`src/rtl/bel_pkg.sv`:
```
// Shared types and constants for the byte escape / line fold filter.
// No dependencies; every other file imports this package.
package bel_pkg;

    localparam int LIMIT_W    = 10;
    localparam int BCOL_W     = 11;
    localparam int CFG_IDX_W  = 1;
    localparam int CFG_DATA_W = 10;
    localparam int Q_DEPTH    = 4;

    // configuration register indexes
    localparam logic [CFG_IDX_W-1:0] CFG_LINE_LIMIT = 1'b0;
    localparam logic [CFG_IDX_W-1:0] CFG_HEX_MODE   = 1'b1;

    localparam logic [LIMIT_W-1:0] LIMIT_RESET   = 10'd80;
    localparam logic [BCOL_W-1:0]  HDR_RESTART   = 11'd15;
    localparam logic [BCOL_W-1:0]  ESC_WIDTH     = 11'd4;

    localparam logic [7:0] CH_NL = 8'h0A;

    // body kinds of a queued job
    localparam logic [1:0] BODY_NONE = 2'd0;
    localparam logic [1:0] BODY_CHAR = 2'd1;
    localparam logic [1:0] BODY_HEX  = 2'd2;
    localparam logic [1:0] BODY_OCT  = 2'd3;

    typedef struct packed {
        logic       lead_nl;  // newline before anything else
        logic       header;   // header text after the lead newline
        logic [1:0] body;
        logic [7:0] ch;
        logic       fold_nl;  // newline after a folded text line
    } t_job;

endpackage

```
`src/rtl/bel_if.sv`:
```
// Handshake channels of the byte escape / line fold filter.
// Depends on bel_pkg for the configuration widths.
interface bel_in_if;
    logic       valid;
    logic       ready;
    logic       kind;
    logic [7:0] in_byte;

    modport source (output valid, output kind, output in_byte, input ready);
    modport sink   (input valid, input kind, input in_byte, output ready);
endinterface


```
`src/rtl/bel_front.sv`:
```
// Front end: accepts input beats, tracks the text and binary columns and
// turns each item into a job descriptor. Depends on bel_pkg and bel_if.
module bel_front
    import bel_pkg::*;
(
    input  logic               i_clk,
    input  logic               i_rst_n,
    bel_in_if.sink             i_in,
    input  logic [LIMIT_W-1:0] i_line_limit,
    input  logic               i_hex_mode,
    input  logic               i_full,
    output logic               o_push,
    output t_job               o_job
);

    logic [LIMIT_W-1:0] r_text;
    logic [LIMIT_W-1:0] n_text;
    logic [BCOL_W-1:0]  r_bin;
    logic [BCOL_W-1:0]  n_bin;
    logic [LIMIT_W-1:0] text_inc;
    logic [BCOL_W-1:0]  bin_base;
    logic               printable;
    logic               need_hdr;
    t_job               job;

    assign i_in.ready = !i_full;
    assign o_push     = i_in.valid && !i_full;
    assign o_job      = job;

    assign printable = (i_in.in_byte >= 8'h20 && i_in.in_byte <= 8'h7E)
                    || (i_in.in_byte >= 8'h09 && i_in.in_byte <= 8'h0D);
    assign need_hdr  = (r_text != '0)
                    || ({1'b0, r_bin} + {1'b0, ESC_WIDTH} >= {2'b00, i_line_limit});

    always_comb begin
        job      = '0;
        job.ch   = i_in.in_byte;
        job.body = BODY_NONE;
        n_text   = r_text;
        n_bin    = r_bin;
        text_inc = '0;
        bin_base = r_bin;
        if (i_in.kind) begin
            job.lead_nl = 1'b1;
            n_text      = '0;
            n_bin       = '0;
        end else if (printable) begin
            job.body = BODY_CHAR;
            if (r_bin != '0) begin
                job.lead_nl = 1'b1;
                text_inc    = LIMIT_W'(1);
            end else begin
                text_inc = r_text + LIMIT_W'(1);
            end
            if (i_in.in_byte == CH_NL) begin
                text_inc = '0;
            end
            if (text_inc == i_line_limit) begin
                job.fold_nl = 1'b1;
                text_inc    = '0;
            end
            n_text = text_inc;
            n_bin  = '0;
        end else begin
            job.body = i_hex_mode ? BODY_HEX : BODY_OCT;
            if (need_hdr) begin
                job.lead_nl = 1'b1;
                job.header  = 1'b1;
                n_text      = '0;
                bin_base    = HDR_RESTART;
            end
            n_bin = bin_base + ESC_WIDTH;
        end
    end

    always_ff @(posedge i_clk) begin
        if (!i_rst_n) begin
            r_text <= '0;
            r_bin  <= '0;
        end else if (o_push) begin
            r_text <= n_text;
            r_bin  <= n_bin;
        end
    end

endmodule

```
`src/flat_wrapper.sv`:
```
// flat-port wrapper written by rule: the top's interface ports become plain ports
module bel_front_flat import bel_pkg::*;
  (i_clk, i_rst_n, i_line_limit, i_hex_mode, i_full, o_push, o_job, i_in_valid, i_in_kind, i_in_in_byte, i_in_ready);
  bel_in_if i_in_i ();
  input  logic i_clk;
  input  logic i_rst_n;
  input  logic [LIMIT_W-1:0] i_line_limit;
  input  logic i_hex_mode;
  input  logic i_full;
  output logic o_push;
  output t_job o_job;
  input wire logic [$bits(i_in_i.valid)-1:0] i_in_valid;
  input wire logic [$bits(i_in_i.kind)-1:0] i_in_kind;
  input wire logic [$bits(i_in_i.in_byte)-1:0] i_in_in_byte;
  output wire logic [$bits(i_in_i.ready)-1:0] i_in_ready;
  assign i_in_i.valid = i_in_valid;
  assign i_in_i.kind = i_in_kind;
  assign i_in_i.in_byte = i_in_in_byte;
  assign i_in_ready = i_in_i.ready;
  bel_front u_core (.i_clk(i_clk), .i_rst_n(i_rst_n), .i_in(i_in_i), .i_line_limit(i_line_limit), .i_hex_mode(i_hex_mode), .i_full(i_full), .o_push(o_push), .o_job(o_job));
endmodule
```
`config.mk`:
```
export PLATFORM = sky130hd
export DESIGN_NAME = bel_front_flat
export DESIGN_NICKNAME = d
export VERILOG_FILES = /design/src/rtl/bel_pkg.sv /design/src/rtl/bel_if.sv /design/src/rtl/bel_front.sv /design/src/flat_wrapper.sv
export SDC_FILE = /design/constraint.sdc
export NUM_CORES = 1
export LEC_CHECK = 0
export CORE_MARGIN = 3
export CORE_UTILIZATION = 55
export CTS_CLUSTER_DIAMETER = 120
export DETAILED_ROUTE_END_ITERATION = 6
export DONT_BUFFER_PORTS = 1
export HOLD_SLACK_MARGIN = 0.1
export PLACE_DENSITY_LB_ADDON = 0.15
export SYNTH_ARGS = -nofsm -noshare
export SYNTH_HDL_FRONTEND = slang
export SYNTH_SLANG_ARGS = --single-unit
```
`constraint.sdc`:
```
create_clock -name i_clk -period 3.5 [get_ports i_clk]
set_input_delay 0.35 -clock i_clk [delete_from_list [all_inputs] [get_ports i_clk]]
set_output_delay 0.35 -clock i_clk [all_outputs]
set_load 0.1 [all_outputs]
```
==> flow_summary.toml <==
[status]
outcome = "finished clean"

[die]
die_y_um = 67.3
num_rows = 21
core_area_um2 = 3470
die_w_um = 67.3
boundaryPins = 39
die_area_um2 = 4530
start_util_pct = 59.7

[yosys]
synthFlopType = "dfxtp_1"
syn_avg_cell_area_um2 = 7.69
synth_cells = 269
yosysTopAreaCellShare_pct = 19.3
synth_area_um2 = 2070
syn_nets = 308
synth_cell_types = 60
synth-async-reset-ratio_pct = 0
yosysWarnings = 0
ys_ff_latch = 20
ys_top_cells_by_area = "dfxtp_1 19%, ha_1 9.1%, nand2_1 4.2%"
yosys.area.top_type = "dfxtp_1"
synth-edff-count = 0
ys_seq_area_share_pct = 19.3

[worst_setup_path]
timing.rr.start = "u_core.r_bin[6]$_SDFFE_PN0P_"
rr_worst_depth = 17
slowest_delay_ps = 550
r2r_setup_slack_ps = 320
critical_path.max_fanout = 9
critPathKind = "flip-flop to output pin"
critPathCapture = "o_job[0]"
timing.rr.end = "u_core.r_bin[10]$_SDFFE_PN0P_"
cpMostUsedCell = "a221o_1"
startpoint_type = "flip-flop"
crit_path_end_kind = "output pin"
cp_cell_sequence = "nand4_4 -> or3_1 -> a221o_1 -> xnor2_1 -> a221o_1 -> a2111oi_4 -> and2_1 -> buf_12"
critical_path_required_ps = 3150
crit_path_start = "u_core.r_text[2]$_SDFFE_PN0P_"
slowest_stage = "dfxtp_1"
arrival_ps = 3000

[cts]
clk_path_buf_depth = 2
clkSlewWorstSetupHoldPaths_ps = 80
cts_setup_buffers = 0
cts_buffers = 3
h-tree-depth = 1
root_buffer = "clkbuf_8"
cts_sinks = 20
clkLatencyLatePin_ps = 260
cts_tree = "built"

[sta]
slew_violations = 0
layout_setup_ws_ps = 145
skew_ps = 1.27
hold_viol = 0
fin_setup_tns_ps = 0
whs_ps = 204
fmax_ghz = 0.298
fin_crit_sh_pct = 95.8
rsz0062_at_grt = "no"
max_slew_margin_pct = 47.6
min_period_ps = 3350
max_slew.worst_pin.slew_ps = 783
finalSetupViolations = 0

[power]
peakVddDrop_v = 0.000260
comb_power_share_pct = 18.7
swShare_pct = 27.6
sequentialPowerShare_pct = 40.3
power.leakage_nw = 0.965
p_int_uw = 412
clkPwrFrac_pct = 41.1
power_density_nw_per_um2 = 257
p_sw_uw = 157

[final_layout]
seq_area_um2 = 409
multi_input_area_um2 = 1510
layout_common_cells = "23 x nand2_1, 19 x inv_1, 16 x nand3_1"
nets = 304
nFillCells = 336
syn_to_final_growth_pct = 7.26
layout_commonest_cell = "nand2_1"
final_core_util_pct = 64.0
antennaDiodeCount = 0
drive_above_1_share_pct = 15.5

[placement]
portBuffers = 0
gp_congestion = 0.933
pre_cts_slack_ps = 174
dp_hpwl_um = 4170

[route]
topRoutingLayerUsed = "met4"
firstDrtPassIters = 5
drt_iter0_drc = 174
drc = 0
vias = 1950
dr_wl_met2_um = 2550
totalWireLength_um = 5320
viasPerCell = 6.29
antenna_left = 0
wl_per_cell_um = 17.1
wl_met3_um = 227
wirelength_met1_um = 2480

[global_route]
grt_overflow = 0
antenna_found_initial = 0
grt_max_degree = 16
grt_use_total_pct = 25.5
grt_pass1_wl_um = 8780
grt_pass1_vias = 1845

[job]
max_cap_violations = 0

[hold_path]
hp-class = "input pin to flip-flop"
-- metal layers --
layer / global-route usage [%] / up-vias
li1: - / 976
met4: 6.84 / 0
met3: 3.16 / 6
met1: 33.7 / 908
met5: 0 / -
met2: 43.4 / 60
-- critical path: cells and delay by family (launching register included) --
kind | cells | cell delay [ps]
compound gates | 3 | 970
xor+xnor | 1 | 130
buf+inv | 1 | 190
flops | 1 | 550
simple gates | 3 | 880
-- timing repair --
action | CTS | global route
pin swaps | 0 | 1
resized for setup | 1 | 11
hold buffers | 0 | 0
setup endpoints to repair | 1 | 15
-- final cells by class --
cell class                 count  area share (%)
inverter                      20            3.38
tap                           46            2.59
clock buffer                   3            1.86
clock inverter                 1            1.35
timing repair buffer           9            4.17
multi-input combinational    211            68.2
sequential                    20            18.4
-- logic make-up after synthesis --
kind of cell    synth area share, %
buf+inv                        9.13
xor+xnor                       5.50
compound gates                 24.8
fa+ha+maj                      9.07
simple gates                   32.2
flops                          19.3
-- cell usage after synthesis (all sizes together), types with 2 or more instances --
cell type	instances
o21a	4
nand2b	3
a22o	2
or3	6
nor4b	3
a21o	10
nand4	5
ha	15
a2111oi	2
and4	3
a211oi	4
a21boi	2
a21oi	18
and2	3
and3	5
o21ai	12
nor4	7
or4	2
or2	2
nand3	17
buf	15
nor2	14
nand2	24
nor3	8
a2bb2oi	2
xnor2	5
inv	19
o2111ai	2
xor2	8
dfxtp	20
o211ai	2
nor2b	5
a31oi	2
a221o	3
clkbuf	3
-- registers in the layout, indices dropped and copies added, names as in the netlist --
register and cells:
u_core.r_text 10, u_core.r_bin 10
-- per-stage QoR --
| step | cell area [µm²] | cells | power [mW] |
|---|---|---|---|
| floorplan | 2070 | 269 | 0.364 |
| global placement | 2110 | 306 | 0.339 |
| detailed placement | 2110 | 306 | 0.339 |
| CTS | 2190 | 310 | 0.574 |
| global route | 2220 | 310 | 0.592 |
| finish | 2220 | 310 | 0.570 |
-- power groups by stage --
stage	clock [mW]	combinational, mW	sequential [mW]
2_1_floorplan	0	0.129	0.235
3_3_place_gp	0	0.103	0.235
3_5_place_dp	0	0.104	0.235
4_1_cts	0.239	0.105	0.230
5_1_grt	0.246	0.116	0.230
6_report	0.234	0.106	0.229
-- worst min-delay path by stage --
stage | startpoint | endpoint | slack (ps) | cells after the start
3_3_place_gp | i_rst_n | u_core.r_text[5]$_SDFFE_PN0P_ | 470 | 1
5_1_grt | i_rst_n | u_core.r_text[5]$_SDFFE_PN0P_ | 190 | 1
4_1_cts | i_rst_n | u_core.r_text[5]$_SDFFE_PN0P_ | 200 | 1
2_1_floorplan | u_core.r_bin[3]$_SDFFE_PN0P_ | u_core.r_bin[3]$_SDFFE_PN0P_ | 470 | 2
3_5_place_dp | i_rst_n | u_core.r_text[5]$_SDFFE_PN0P_ | 470 | 1
6_report | i_rst_n | u_core.r_text[5]$_SDFFE_PN0P_ | 200 | 1
Power figures use the tool's default switching activity.
