### src/rtl/bel_pkg.sv
// Shared types and constants for the byte escape / line fold filter.
// No dependencies; every other file imports this package.
package bel_pkg;

    localparam int LIMIT_W    = 10;
    localparam int BCOL_W     = 11;
    localparam int CFG_IDX_W  = 1;
    localparam int CFG_DATA_W = 10;
    localparam int Q_DEPTH    = 4;

    // configuration register indexes
    localparam logic [CFG_IDX_W-1:0] CFG_LINE_LIMIT = 1'b0;
    localparam logic [CFG_IDX_W-1:0] CFG_HEX_MODE   = 1'b1;

    localparam logic [LIMIT_W-1:0] LIMIT_RESET   = 10'd80;
    localparam logic [BCOL_W-1:0]  HDR_RESTART   = 11'd15;
    localparam logic [BCOL_W-1:0]  ESC_WIDTH     = 11'd4;

    localparam logic [7:0] CH_NL = 8'h0A;

    // body kinds of a queued job
    localparam logic [1:0] BODY_NONE = 2'd0;
    localparam logic [1:0] BODY_CHAR = 2'd1;
    localparam logic [1:0] BODY_HEX  = 2'd2;
    localparam logic [1:0] BODY_OCT  = 2'd3;

    typedef struct packed {
        logic       lead_nl;  // newline before anything else
        logic       header;   // header text after the lead newline
        logic [1:0] body;
        logic [7:0] ch;
        logic       fold_nl;  // newline after a folded text line
    } t_job;

endpackage

### src/rtl/bel_if.sv


interface bel_out_if;
    logic       valid;
    logic       ready;
    logic [7:0] out_char;
    logic       last;

    modport source (output valid, output out_char, output last, input ready);
    modport sink   (input valid, input out_char, input last, output ready);
endinterface


### src/rtl/bel_back.sv
// Back end: expands one job into its characters, one per cycle while the
// output is ready, through an output register. Depends on bel_pkg and bel_if.
module bel_back
    import bel_pkg::*;
(
    input  logic i_clk,
    input  logic i_rst_n,
    input  logic i_empty,
    input  t_job i_job,
    output logic o_pop,
    bel_out_if.source o_out
);

    localparam logic [1:0] PH_LEAD = 2'd0;
    localparam logic [1:0] PH_HDR  = 2'd1;
    localparam logic [1:0] PH_BODY = 2'd2;
    localparam logic [1:0] PH_FOLD = 2'd3;
    localparam logic [3:0] HDR_LAST = 4'd14;

    function automatic logic [7:0] hdr_char(input logic [3:0] idx);
        logic [7:0] c;
        unique case (idx)
            4'd0:    c = "B";
            4'd1:    c = "i";
            4'd2:    c = "n";
            4'd3:    c = "a";
            4'd4:    c = "r";
            4'd5:    c = "y";
            4'd6:    c = " ";
            4'd7:    c = "S";
            4'd8:    c = "t";
            4'd9:    c = "r";
            4'd10:   c = "e";
            4'd11:   c = "a";
            4'd12:   c = "m";
            4'd13:   c = ":";
            default: c = " ";
        endcase
        return c;
    endfunction

    function automatic logic [7:0] hex_char(input logic [3:0] nib);
        logic [7:0] c;
        if (nib < 4'd10) begin
            c = 8'h30 + {4'h0, nib};
        end else begin
            c = 8'h37 + {4'h0, nib};
        end
        return c;
    endfunction

    t_job       r_job;
    logic       r_busy;
    logic [1:0] r_phase;
    logic [3:0] r_idx;
    logic       r_out_valid;
    logic [7:0] r_out_char;
    logic       r_out_last;

    logic [7:0] cur_char;
    logic [7:0] body_char;
    logic [3:0] body_last;
    logic       has_next;
    logic [1:0] nx_phase;
    logic [3:0] nx_idx;
    logic [1:0] first_phase;
    logic       out_take;
    logic       load;

    assign o_out.valid    = r_out_valid;
    assign o_out.out_char = r_out_char;
    assign o_out.last     = r_out_last;

    assign out_take = !r_out_valid || o_out.ready;
    assign load     = !i_empty && (!r_busy || (out_take && !has_next));
    assign o_pop    = load;

    assign first_phase = i_job.lead_nl ? PH_LEAD
                       : ((i_job.body != BODY_NONE) ? PH_BODY : PH_FOLD);

    // digit of the escape or the echoed byte
    always_comb begin
        body_char = r_job.ch;
        body_last = 4'd0;
        unique case (r_job.body)
            BODY_HEX: begin
                body_last = 4'd1;
                body_char = (r_idx == 4'd0) ? hex_char(r_job.ch[7:4])
                                            : hex_char(r_job.ch[3:0]);
            end
            BODY_OCT: begin
                body_last = 4'd2;
                priority if (r_idx == 4'd0) begin
                    body_char = (r_job.ch[7:6] != 2'd0) ? 8'h30 + {6'd0, r_job.ch[7:6]} : " ";
                end else if (r_idx == 4'd1) begin
                    body_char = (r_job.ch[7:3] != 5'd0) ? 8'h30 + {5'd0, r_job.ch[5:3]} : " ";
                end else begin
                    body_char = 8'h30 + {5'd0, r_job.ch[2:0]};
                end
            end
            default: begin
                body_char = r_job.ch;
                body_last = 4'd0;
            end
        endcase
    end

    always_comb begin
        cur_char = CH_NL;
        has_next = 1'b0;
        nx_phase = r_phase;
        nx_idx   = '0;
        unique case (r_phase)
            PH_LEAD: begin
                cur_char = CH_NL;
                if (r_job.header) begin
                    has_next = 1'b1;
                    nx_phase = PH_HDR;
                end else if (r_job.body != BODY_NONE) begin
                    has_next = 1'b1;
                    nx_phase = PH_BODY;
                end else if (r_job.fold_nl) begin
                    has_next = 1'b1;
                    nx_phase = PH_FOLD;
                end
            end
            PH_HDR: begin
                cur_char = hdr_char(r_idx);
                has_next = 1'b1;
                if (r_idx == HDR_LAST) begin
                    nx_phase = PH_BODY;
                end else begin
                    nx_idx = r_idx + 4'd1;
                end
            end
            PH_BODY: begin
                cur_char = body_char;
                if (r_idx != body_last) begin
                    has_next = 1'b1;
                    nx_idx   = r_idx + 4'd1;
                end else if (r_job.fold_nl) begin
                    has_next = 1'b1;
                    nx_phase = PH_FOLD;
                end
            end
            PH_FOLD: begin
                cur_char = CH_NL;
            end
        endcase
    end

    always_ff @(posedge i_clk) begin
        if (out_take && r_busy) begin
            r_out_char <= cur_char;
            r_out_last <= !has_next;
        end
        if (load) begin
            r_job <= i_job;
        end
    end

    always_ff @(posedge i_clk) begin
        if (!i_rst_n) begin
            r_busy      <= 1'b0;
            r_phase     <= PH_LEAD;
            r_idx       <= '0;
            r_out_valid <= 1'b0;
        end else begin
            if (out_take) begin
                r_out_valid <= r_busy;
            end
            priority if (load) begin
                r_busy  <= 1'b1;
                r_phase <= first_phase;
                r_idx   <= '0;
            end else if (r_busy && out_take && !has_next) begin
                r_busy <= 1'b0;
            end else if (r_busy && out_take) begin
                // advance to the next character of this job
                r_phase <= nx_phase;
                r_idx   <= nx_idx;
            end
        end
    end

endmodule

### src/flat_wrapper.sv
// flat-port wrapper written by rule: the top's interface ports become plain ports
module bel_back_flat import bel_pkg::*;
  (i_clk, i_rst_n, i_empty, i_job, o_pop, o_out_valid, o_out_out_char, o_out_last, o_out_ready);
  bel_out_if o_out_i ();
  input  logic i_clk;
  input  logic i_rst_n;
  input  logic i_empty;
  input  t_job i_job;
  output logic o_pop;
  output wire logic [$bits(o_out_i.valid)-1:0] o_out_valid;
  output wire logic [$bits(o_out_i.out_char)-1:0] o_out_out_char;
  output wire logic [$bits(o_out_i.last)-1:0] o_out_last;
  input wire logic [$bits(o_out_i.ready)-1:0] o_out_ready;
  assign o_out_valid = o_out_i.valid;
  assign o_out_out_char = o_out_i.out_char;
  assign o_out_last = o_out_i.last;
  assign o_out_i.ready = o_out_ready;
  bel_back u_core (.i_clk(i_clk), .i_rst_n(i_rst_n), .i_empty(i_empty), .i_job(i_job), .o_pop(o_pop), .o_out(o_out_i));
endmodule
### config.mk
export PLATFORM = sky130hd
export DESIGN_NAME = bel_back_flat
export DESIGN_NICKNAME = d
export VERILOG_FILES = /design/src/rtl/bel_pkg.sv /design/src/rtl/bel_if.sv /design/src/rtl/bel_back.sv /design/src/flat_wrapper.sv
export SDC_FILE = /design/constraint.sdc
export NUM_CORES = 1
export LEC_CHECK = 0
export BUFFER_PORTS_ARGS = -buffer_cell sky130_fd_sc_hd__buf_4
export CORE_ASPECT_RATIO = 1.4
export CORE_MARGIN = 1.5
export CORE_UTILIZATION = 58
export CTS_CLUSTER_DIAMETER = 200
export CTS_CLUSTER_SIZE = 14
export DETAILED_ROUTE_END_ITERATION = 7
export PLACE_DENSITY = 0.76
export SLEW_MARGIN = 20
export SYNTH_ARGS = -nofsm -noshare
export SYNTH_HDL_FRONTEND = slang
export SYNTH_SLANG_ARGS = --single-unit
### constraint.sdc
create_clock -name i_clk -period 3.4 [get_ports i_clk]
set_input_delay 0.51 -clock i_clk [delete_from_list [all_inputs] [get_ports i_clk]]
set_output_delay 0.51 -clock i_clk [all_outputs]
set_load 0.05 [all_outputs]
==> impl_results.md <==
- Status: complete, no violations
- R2R depth: 9
- Flops & latches, synth: 36
- # hold bufs at CTS: 0
- Final Cycle Share: 90.9%
- Slew Limit Fails: 0
- Worst setup SP type: flop
- Clk Latency, worst-skew pair: 0.29 ns
- Peak VDD IR: 356 µV
- Crit Path Max Fanout: 14
- GRT Util Overall: 24.4%
- PD cells: 415 mW/mm²
- Minimum clock period: 3.09 ns
- Port-buffer cells: 27
- RSZ-0062 raised after global routing: no
- WHS Path Cells: 1
- Most common cell after layout, fill and taps aside: buf_4
- Layout area overhead: 14.9%
- DRC errors left: 0
- Clock-pin slew on the worst setup and hold paths: 0.07 ns
- Avg Cell Area, Syn: 9.71 µm²
- Die X: 56.7 µm
- Fmax: 324 MHz
- CP Class: flop to output port
- Final count of hold timing violations: 0
- Final setup viols: 0
- Via count: 1950
- Largest net degree at the start of global routing: 15
- Final wirelength: 5000 µm
- Die height: 78.2 µm
- Top post-synthesis cells by area: edfxtp_1 27%, dfxtp_1 13%, ha_1 8.6%
- Final layout net count: 305
- FF-to-FF Start: u_core.r_job[9]$_DFFE_PP_
- Global-route wire length before repair: 8450 µm
- Setup bufs post-CTS: 0
- Slew HR: 38.4%
- Main synth FF type: edfxtp_1
- Layout cells sized above 1: 19.8%
- Critical Path RT: 2.89 ns
- H-tree lvl count: 2
- Worst hold path class: input port to flop
- Post-Synth Simple-Gate Area: 17.3%
- Syn. warnings: 0
- Post-DP HPWL: 3880 µm
- Hold endpoint: u_core.r_job[11]$_DFFE_PP_
- Arr. time, crit path: 2.58 ns
- Worst-Margin Slew: 0.920 ns
- Crit end category: output port
- Die area: 0.00443 mm²
- CTS Sinks: 36
- Sequential share of the synthesized area: 39.8%
- Initial Util: 60.3%
- Row count: 27
- Post-synthesis compound-gate area fraction: 25.9%
- DR WL/cell: 15.8 µm
- Largest family of logic cells by synthesized area: compound AO/OA/AOI/OAI gates
- Post-synth ARST share: 0%
- P_leak: 1.12 nW
- Post-Synthesis Cell Area: 0.00234 mm²
- IO Count: 28
- Most frequent cells in the layout: 32 x buf_4, 21 x inv_1, 21 x edfxtp_1
- Clock Path Buffers: 2
- Final-layout fill cell count: 349
- Final Skew: 0.0122 ns
- Initial antenna violation count: 0
- CTS tree: built
- First drt pass iteration count: 4
- Gp weighted congestion: 0.925
- Syn Nets: 274
- Setup TNS: 0 ns
- Synth Area in Adders: 8.55%
- Number of global-route vias before repair: 1863
- GRT overflow: 0
- Number of synthesized flops with an enable pin: 21
- Via-per-instance ratio: 6.17
- Leading area contributor after synthesis: edfxtp_1
- Max-cap violations: 0
- Synthesized instance count: 241
- Initial DRC Count: 92
- Register area: 931 µm²
- Critical hold path startpoint: i_job[11]
- Antenna-violating nets left: 0
- Multiplexer area fraction after synthesis: 1.28%
- Inserted Clock Buffers: 5
- Final Util: 69.2%
- Post-synthesis xor/xnor area fraction: 2.51%
- Synth unique cells: 69
- Top cell type's share of synthesized area: 26.9%
- Core area: 0.00388 mm²
- N_diodes: 0
- Area of the multi-input gates: 0.00130 mm²
- Reg-to-reg slack, setup: 0.37 ns
- CTS Root Cell: clkbuf_8
## worst max path at each step
stage	startpoint	end	slack [ns]	cells past startpoint
2_1_floorplan	u_core.r_phase[0]$_SDFFE_PN0P_	flop	0.59	12
3_3_place_gp	u_core.r_phase[1]$_SDFFE_PN0P_	flop	0.42	10
3_5_place_dp	u_core.r_phase[1]$_SDFFE_PN0P_	flop	0.30	10
4_1_cts	u_core.r_phase[1]$_SDFFE_PN0P_	o_pop	0.20	7
5_1_grt	u_core.r_phase[1]$_SDFFE_PN0P_	o_pop	0.14	7
6_report	u_core.r_job[9]$_DFFE_PP_	o_pop	0.31	6
## per-layer routing
layer  vias to the layer above  track usage, %  wire length [µm]
li1                        969               -                 -
met2                        52            43.7              2680
met4                         0            10.5               112
met1                       918            28.0              1990
met5                         -               0                 0
met3                        11            4.45               214
## where the power goes
part | internal (mW) | total (mW) | switching, mW
clock | 0.139 | 0.282 | 0.143
sequential | 0.503 | 0.537 | 0.0343
combinational | 0.115 | 0.299 | 0.184
## cells in the mapped netlist, drive strengths merged (3+ instances only)
cell and instances:
nor2 18, nor2b 3, dfxtp 15, nor3 4, o21ai 15, nand4 3, nor4 4, ha 16
xnor2 3, nand2b 3, edfxtp 21, clkbuf 7, a211oi 4, o2111ai 3, o41ai 3, o211ai 4
a21boi 3, nand2 19, nand3 3, inv 21, mux2i 3, a21oi 16
## cell families (layout without fill, tap and decap cells)
kind of cell / Yosys count / in the layout
DFF: 36 / 36
AOI/OAI and AO/OA: 79 / 79
muxes: 3 / 3
xor gates and xnor gates: 5 / 5
adders and majority gates: 16 / 16
and+or+nand+nor: 73 / 73
buffers and inverters: 29 / 61
## metrics by stage
step / area [µm²] / power, mW / cells / hold slack [ns] / worst slack [ns]
3_5_place_dp: 2600 / 0.842 / 308 / 0.486 / 0.302
5_1_grt: 2690 / 1.17 / 316 / 0.388 / 0.137
4_1_cts: 2690 / 1.12 / 316 / 0.391 / 0.203
6_report: 2690 / 1.12 / 316 / 0.396 / 0.310
3_3_place_gp: 2600 / 0.838 / 308 / 0.474 / 0.418
2_1_floorplan: 2340 / 0.755 / 241 / 0.457 / 0.586
## cell type report
cell class,instances,area share (%)
inverter,21,2.93
tap,43,2.00
sequential,36,34.6
timing repair buffer,32,8.93
clock buffer,5,2.56
multi-input combinational,176,48.4
clock inverter,3,0.512
## timing repair
item / CTS / global route
gates resized for setup: 0 / 1
endpoints found under the setup margin: 0 / 1
endpoints found under the hold margin: 0 / 0
## worst max-delay path, stage by stage (launching register included)
cell and delay (ns):
edfxtp_1 0.61, and4bb_1 0.32, o41a_1 0.50, a21o_1 0.24
a21oi_1 0.31, inv_1 0.10, buf_4 0.20
(Power assumes the default switching activity.)
