File: src/rtl/bel_pkg.sv
// Shared types and constants for the byte escape / line fold filter.
// No dependencies; every other file imports this package.
package bel_pkg;

    localparam int LIMIT_W    = 10;
    localparam int BCOL_W     = 11;
    localparam int CFG_IDX_W  = 1;
    localparam int CFG_DATA_W = 10;
    localparam int Q_DEPTH    = 4;

    // configuration register indexes
    localparam logic [CFG_IDX_W-1:0] CFG_LINE_LIMIT = 1'b0;
    localparam logic [CFG_IDX_W-1:0] CFG_HEX_MODE   = 1'b1;

    localparam logic [LIMIT_W-1:0] LIMIT_RESET   = 10'd80;
    localparam logic [BCOL_W-1:0]  HDR_RESTART   = 11'd15;
    localparam logic [BCOL_W-1:0]  ESC_WIDTH     = 11'd4;

    localparam logic [7:0] CH_NL = 8'h0A;

    // body kinds of a queued job
    localparam logic [1:0] BODY_NONE = 2'd0;
    localparam logic [1:0] BODY_CHAR = 2'd1;
    localparam logic [1:0] BODY_HEX  = 2'd2;
    localparam logic [1:0] BODY_OCT  = 2'd3;

    typedef struct packed {
        logic       lead_nl;  // newline before anything else
        logic       header;   // header text after the lead newline
        logic [1:0] body;
        logic [7:0] ch;
        logic       fold_nl;  // newline after a folded text line
    } t_job;

endpackage

File: src/rtl/bel_queue.sv
// Short job queue between front and back end.
// Depends on bel_pkg for the job type.
module bel_queue
    import bel_pkg::*;
#(
    parameter int DEPTH = Q_DEPTH
) (
    input  logic i_clk,
    input  logic i_rst_n,
    input  logic i_push,
    input  t_job i_push_data,
    output logic o_full,
    input  logic i_pop,
    output t_job o_pop_data,
    output logic o_empty
);

    localparam int PTR_W = (DEPTH > 1) ? $clog2(DEPTH) : 1;
    localparam int CNT_W = $clog2(DEPTH + 1);

    t_job             r_mem [DEPTH];
    logic [PTR_W-1:0] r_wr;
    logic [PTR_W-1:0] r_rd;
    logic [CNT_W-1:0] r_count;
    logic             do_push;
    logic             do_pop;

    assign o_full     = (r_count == CNT_W'(DEPTH));
    assign o_empty    = (r_count == '0);
    assign o_pop_data = r_mem[r_rd];
    assign do_push    = i_push && !o_full;
    assign do_pop     = i_pop && !o_empty;

    always_ff @(posedge i_clk) begin
        if (do_push) begin
            r_mem[r_wr] <= i_push_data;
        end
    end

    always_ff @(posedge i_clk) begin
        if (!i_rst_n) begin
            r_wr    <= '0;
            r_rd    <= '0;
            r_count <= '0;
        end else begin
            if (do_push) begin
                r_wr <= (r_wr == PTR_W'(DEPTH - 1)) ? '0 : r_wr + PTR_W'(1);
            end
            if (do_pop) begin
                r_rd <= (r_rd == PTR_W'(DEPTH - 1)) ? '0 : r_rd + PTR_W'(1);
            end
            if (do_push && !do_pop) begin
                r_count <= r_count + CNT_W'(1);
            end else if (do_pop && !do_push) begin
                r_count <= r_count - CNT_W'(1);
            end
        end
    end

endmodule

File: config.mk
export PLATFORM = sky130hd
export DESIGN_NAME = bel_queue
export DESIGN_NICKNAME = d
export VERILOG_FILES = /design/src/rtl/bel_pkg.sv /design/src/rtl/bel_queue.sv
export SDC_FILE = /design/constraint.sdc
export NUM_CORES = 1
export LEC_CHECK = 0
export BUFFER_PORTS_ARGS = -buffer_cell sky130_fd_sc_hd__buf_2
export CAP_MARGIN = 20
export CORE_MARGIN = 3
export CORE_UTILIZATION = 50
export CTS_BUF_LIST = sky130_fd_sc_hd__clkbuf_4 sky130_fd_sc_hd__clkbuf_8
export DETAILED_ROUTE_END_ITERATION = 12
export GPL_ROUTABILITY_DRIVEN = 0
export PLACE_DENSITY = 0.72
export SYNTH_ARGS = -nofsm -noshare
export SYNTH_HDL_FRONTEND = slang
export SYNTH_SLANG_ARGS = --single-unit
File: constraint.sdc
create_clock -name i_clk -period 2.4 [get_ports i_clk]
set_clock_uncertainty 0.1 [all_clocks]
set_input_delay 0.6 -clock i_clk [delete_from_list [all_inputs] [get_ports i_clk]]
set_output_delay 0.6 -clock i_clk [all_outputs]
set_load 0.03 [all_outputs]
==> results of run 1 <==
==> placed cells by master (no fill, tap or decap) <==
cell type	instances
buf_4	9
nor2b_1	1
inv_1	3
dfxtp_1	9
a21boi_0	1
ha_1	5
buf_2	31
o21ai_0	3
o31ai_4	1
xor2_1	1
clkinv_2	3
nand2_1	6
nor2_1	2
nor3b_2	1
nor3_1	1
ha_2	1
nor2b_2	1
mux2i_1	3
buf_6	1
or3_1	1
and2_1	5
clkbuf_8	10
edfxtp_1	52
xnor2_1	1
mux4_1	13
fa_1	1
clkbuf_4	3
nand3_1	2
==> registers in the layout (all words and copies together) (netlist names), named ones only <==
| name | count |
|---|---|
| r_rd | 2 |
| r_wr | 2 |
| r_count | 3 |
| r_mem | 52 |
==> power breakdown <==
part           total [µW]  switching (µW)  leakage, µW  internal, µW
clock                 778             346    0.0000974           432
combinational         898             527     0.000427           371
sequential           1360            62.2     0.000551          1300
==> logic make-up (layout without fill, tap and decap cells) <==
family          after synthesis  after routing  share of synthesized area, %
fa+ha+maj                     7              7                          3.96
flops                        61             61                          72.6
mux                          16             16                          15.5
xor+xnor                      2              2                         0.730
compound gates                5              5                          1.25
buf+inv                       7             60                          1.46
simple gates                 20             20                          4.49
==> per-stage QoR <==
stage               total power, µW  setup TNS (ps)  utilization, %  cells  hold WS [ps]
floorplan                      2010               0               -    118           368
global placement               2230               0            59.3    207           380
detailed placement             2270           -74.3            59.3    207           405
CTS                            3060               0            63.3    223           373
global route                   3210               0            63.7    223           369
finish                         3040               0            63.7    223           385
==> critical path, delay by kind of cell, from the launching register on <==
| family | cells | cell delay [ps] |
|---|---|---|
| flip-flops | 1 | 320 |
| buffers and inverters | 2 | 390 |
| multiplexers | 1 | 570 |
==> area by class of cell <==
class,count,area share [%]
flip-flops and latches,61,60.7
multi-input cells,50,22.3
repair buffers,41,8.16
clock buffers,13,5.58
well taps,52,2.27
clock inverters,3,0.524
inverters,3,0.393
==> how the worst max path moves through the flow <==
stage	slack [ps]	from	cells after the start	end
finish	90	register	3	o_pop_data[4]
detailed placement	-70	r_count[1]	7	r_count[2]
floorplan	200	r_count[1]	9	r_count[2]
global placement	130	i_pop	8	r_count[2]
CTS	10	register	3	o_pop_data[5]
global route	10	register	3	o_pop_data[5]
==> timing repair <==
action / 4_1_cts / 5_1_grt
gates cloned: 0 / 0
setup endpoints to repair: 1 / 11
gates resized for setup: 1 / 4
==> layer usage <==
layer	share of wire [%]	track usage [%]	wire, µm	up-vias
met5	0	0	0	-
met4	2.3	9.90	87	0
met3	5.2	5.47	196	9
met2	53	26.2	1980	31
met1	40	16.2	1480	568
li1	-	-	-	569
==> metrics.md, run 1 <==
| Metric | Value |
|---|---|
| Most used DFF post-synth | `edfxtp_1` |
| Yosys Warn Count | `0` |
| CTS H-tree lvls | `3` |
| IO buf count | `31` |
| Pre-antenna DRT Iters | `4` |
| Tightest Pin Transition | `274 ps` |
| Syn nets | `roughly 140` |
| Reg2reg start | `r_count[1]` |
| Ant diodes | `0` |
| Post-CTS Setup Inserts | `0` |
| IO Pins | `32` |
| Clk buf depth | `2` |
| Filler Cell Count | `310` |
| Core outline area | `0.00450 mm²` |
| Status | `completed` |
| CTS tree | `done` |
| Startpoint types | `register` |
| Leakage power | `0.00108 µW` |
| Setup violations, final | `0` |
| DR vias | `1177` |
| Clock root cell | `clkbuf_8` |
| Fin crit share | `between 90% and 100%` |
| Initial antenna violation count | `0` |
| Most common cell in the netlist | `edfxtp_1` |
| Syn Area/Cell | `a little over 20 µm²` |
| Syn-to-layout area delta | `19.6%` |
| GR Overflow Total | `0` |
| Worst setup margin | `91.0 ps` |
| ANT nets after route | `0` |
| First-pass GRT wire length | `slightly below 6 mm` |
| Critical path cell sequence | `buf_6, mux4_1, buf_2` |
| Total Wirelength | `3.74 mm` |
| Hold crit path type | `in2reg` |
| Place WS | `-74.3 ps` |
| Die Y | `75.3 µm` |
| Slew headroom | `81.7%` |
| Max VDD drop | `769 µV` |
| Synth area leader | `edfxtp_1` |
| Post-synthesis sequential area ratio | `72.6%` |
| Clock latency on the worst-skew pair | `320 ps` |
| Worst Hold Path Cells | `1` |
| Max-cap violations | `0` |
| Initial Util | `53.2%` |
| Register bit total from synthesis | `61` |
| Ys async rst share | `0%` |
| Share of cells above drive strength 1 | `35.7%` |
| Post-synth top cells | `52 x edfxtp_1, 13 x mux4_1, 9 x dfxtp_1` |
| DR iter-0 viols | `74` |
| CTS buffer count | `9` |
| Synth top area share | `between 60% and 70%` |
| Crit path DAT | `1610 ps` |
| Power Dens Cells | `1060 mW/mm²` |
| Multi-input logic area | `roughly 640 µm²` |
| Overall routing resource usage | `15.4%` |
| Vias/cell | `5.28` |
| Placement Cell Area | `0.00267 mm²` |
| Number of flops mapped to enable cells by yosys | `52` |
| Die ar. | `0.00566 mm²` |
| Post-synth cell types | `24` |
| # DRC | `0` |
| FF/Latch Area | `~0.0017 mm²` |
| Crit Path Class | `reg2out` |
| CP peak stage delay | `570 ps` |
| Synth area leaders | `edfxtp_1 65%, mux4_1 14%, dfxtp_1 7.5%` |
| Hold_sp | `i_push_data[4]` |
| Mapped Cells | `118` |
| Crit-path slowest cell | `mux4_1` |
| Peak Freq | `0.433 GHz` |
| RSZ-0062 raised after global routing | `no` |
| Nets | `190` |
| Worst R2R End | `r_count[2]` |
| Hpwl dp | `roughly 2.5 mm` |
| Period minus WS final | `2310 ps` |
| Die Width | `between 70 and 80 µm` |
| Row count | `24` |
| Per-cell routed wire length | `16.8 µm` |
| Hold path endpoint | `r_mem[2][4]` |
| Reg2reg path depth | `7` |
| CTS hold repair buffers | `0` |
| Clk slew on worst S/H paths | `about 60 ps` |
| Flop-to-flop setup slack | `130 ps` |
| Worst Path Required | `1700 ps` |
| Final Hold Viols | `0` |
| Largest net degree at the start of global routing | `14` |
| Post-Syn Area | `approximately 0.0024 mm²` |
| Final slew viol count | `0` |
| Final instance area | `0.00287 mm²` |
| Sink Count | `61` |
| Crit end category | `output port` |
| CP max FO | `13` |
| Vias in the first global route | `1222` |
No activity file was read; power rests on OpenSTA's default activity.
==> run 2: changes to the inputs <==
--- a/config.mk
+++ b/config.mk
@@ -12,6 +12,7 @@
 export CTS_BUF_LIST = sky130_fd_sc_hd__clkbuf_4 sky130_fd_sc_hd__clkbuf_8
 export DETAILED_ROUTE_END_ITERATION = 12
 export GPL_ROUTABILITY_DRIVEN = 0
+export MAX_ROUTING_LAYER = met4
 export PLACE_DENSITY = 0.72
 export SYNTH_ARGS = -nofsm -noshare
 export SYNTH_HDL_FRONTEND = slang
==> run 2 against run 1 <==
Via count is essentially flat. Utilization is the same. First-iteration DRC count shrank 11%. Sequential share of layout area is the same. Hold slack lost 0.78 ps.
==> metrics.md, run 2 (synthesis gave the netlist of run 1 again) <==
| Metric | Value |
|---|---|
| Startpoint types | `register` |
| Reg2reg start | `r_count[1]` |
| Setup violations, final | `0` |
| Tightest Pin Transition | `around 270 ps` |
| Layout Cells excl Fill | `between 200 and 250` |
| Final slew viol count | `0` |
| Worst setup path endpoint | `o_pop_data[4]` |
| Final Hold Viols | `0` |
| RSZ-0062 raised after global routing | `no` |
| Die ar. | `approximately 0.0057 mm²` |
| Placement Cell Area | `0.00267 mm²` |
| Max reg flops | `52` |
| Syn-to-layout area delta | `19.6%` |
| Flop-to-flop setup slack | `~130 ps` |
| Regs by FF count | `r_mem: 52 flops, r_count: 3 flops` |
| FF/Latch Area | `around 0.0017 mm²` |
| IO buf count | `31` |
| Max VDD drop | `769 µV` |
| Sink Count | `61` |
| Pre-antenna DRT Iters | `4` |
| CTS H-tree lvls | `3` |
| Post-Route Utilization | `roughly 64%` |
| Row count | `24` |
| Max-cap violations | `0` |
| Crit path DAT | `around 1600 ps` |
| Final instance area | `0.00287 mm²` |
| Post-CTS Setup Inserts | `0` |
| Period minus WS final | `2310 ps` |
| Per-cell routed wire length | `about 17 µm` |
| Total Wirelength | `~3.7 mm` |
| Hold crit path type | `in2reg` |
| Vias/cell | `5.27` |
| Commonest non-fill, non-tap cell in the layout | `edfxtp_1` |
| Fin crit share | `96.2%` |
| Initial antenna violation count | `0` |
| Most frequent cells in the layout | `52 x edfxtp_1, 31 x buf_2, 13 x mux4_1` |
| Worst Path Required | `1700 ps` |
| CP max FO | `13` |
| Slew headroom | `81.7%` |
| Leakage power | `0.00108 µW` |
| DR vias | `1176` |
| Worst R2R End | `r_count[2]` |
| Nets | `190` |
| Initial Util | `53.2%` |
| # DRC | `0` |
| Die Y | `75.3 µm` |
| Ant diodes | `0` |
| Overall routing resource usage | `15.8%` |
| Die Width | `between 70 and 80 µm` |
| Crit end category | `output port` |
| Clock latency on the worst-skew pair | `320 ps` |
| Status | `completed` |
| Core outline area | `about 0.0045 mm²` |
| Vias in the first global route | `1221` |
| Crit Path Class | `reg2out` |
| Largest net degree at the start of global routing | `14` |
| Sum Neg Setup Slack | `0 ps` |
| Clock root cell | `clkbuf_8` |
| Multi-input logic area | `641 µm²` |
| Clk slew on worst S/H paths | `60 ps` |
| DR iter-0 viols | `66` |
| First-pass GRT wire length | `5.87 mm` |
| Placed cell count | `207` |
| Clk buf depth | `2` |
| Power Dens Cells | `between 1000 and 1500 mW/mm²` |
| Reg2reg path depth | `7` |
| Tot Pwr | `3040 µW` |
| CTS tree | `done` |
| Peak Freq | `0.433 GHz` |
| CTS buffer count | `9` |
| Filler Cell Count | `310` |
| Register bank with the most flops | `r_mem` |
| Hpwl dp | `2.51 mm` |
| IO Pins | `32` |
| Share of cells above drive strength 1 | `35.7%` |
| ANT nets after route | `0` |
| GR Overflow Total | `0` |
run 2: worst min path at each step:
stage | end | startpoint | cells after the start
6_report | r_mem[2][4] | i_push_data[4] | 1
5_1_grt | r_mem[0][5] | i_push_data[5] | 1
4_1_cts | r_mem[2][4] | i_push_data[4] | 1
3_5_place_dp | r_wr[1] | r_wr[1] | 2
3_3_place_gp | r_wr[1] | r_wr[1] | 2
2_1_floorplan | r_wr[1] | r_wr[1] | 2
run 2: area by class of cell:
cell class                 instances  share of cell area (%)
tap                               52                    2.27
clock buffer                      13                    5.58
timing repair buffer              41                    8.16
multi-input combinational         50                    22.3
sequential                        61                    60.7
clock inverter                     3                   0.524
inverter                           3                   0.393
run 2: power breakdown:
| group | switching (µW) | total (µW) | internal, µW |
|---|---|---|---|
| clock | 346 | 778 | 432 |
| sequential | 62.3 | 1360 | 1300 |
| combinational | 528 | 898 | 371 |
| total | 936 | 3040 | 2100 |
run 2: per-stage QoR:
stage                     worst slack, ps  hold WS, ps
after global placement                126          380
final                                90.2          384
after floorplan                       199          368
after global routing                 13.8          373
after detailed placement            -74.3          405
after CTS                            14.2          373
run 2: worst max-delay path, cell delays in order, from the launching register on:
cell     delay (ps)
dfxtp_1         320
buf_6           190
mux4_1          570
buf_2           200
run 2: layer usage:
| metal | share of wire (%) | routed length (µm) | track usage [%] |
|---|---|---|---|
| met5 | 0 | 0 | - |
| met4 | 2.3 | 85 | 10.5 |
| met3 | 5.2 | 195 | 4.41 |
| met2 | 53 | 1980 | 26.2 |
| met1 | 40 | 1480 | 16.4 |
run 2: what timing repair did:
| action | in CTS | in global routing |
|---|---|---|
| hold buffers | 0 | 0 |
| setup endpoints to repair | 1 | 10 |
| gates resized for setup | 1 | 4 |
| pin swaps | 0 | 0 |
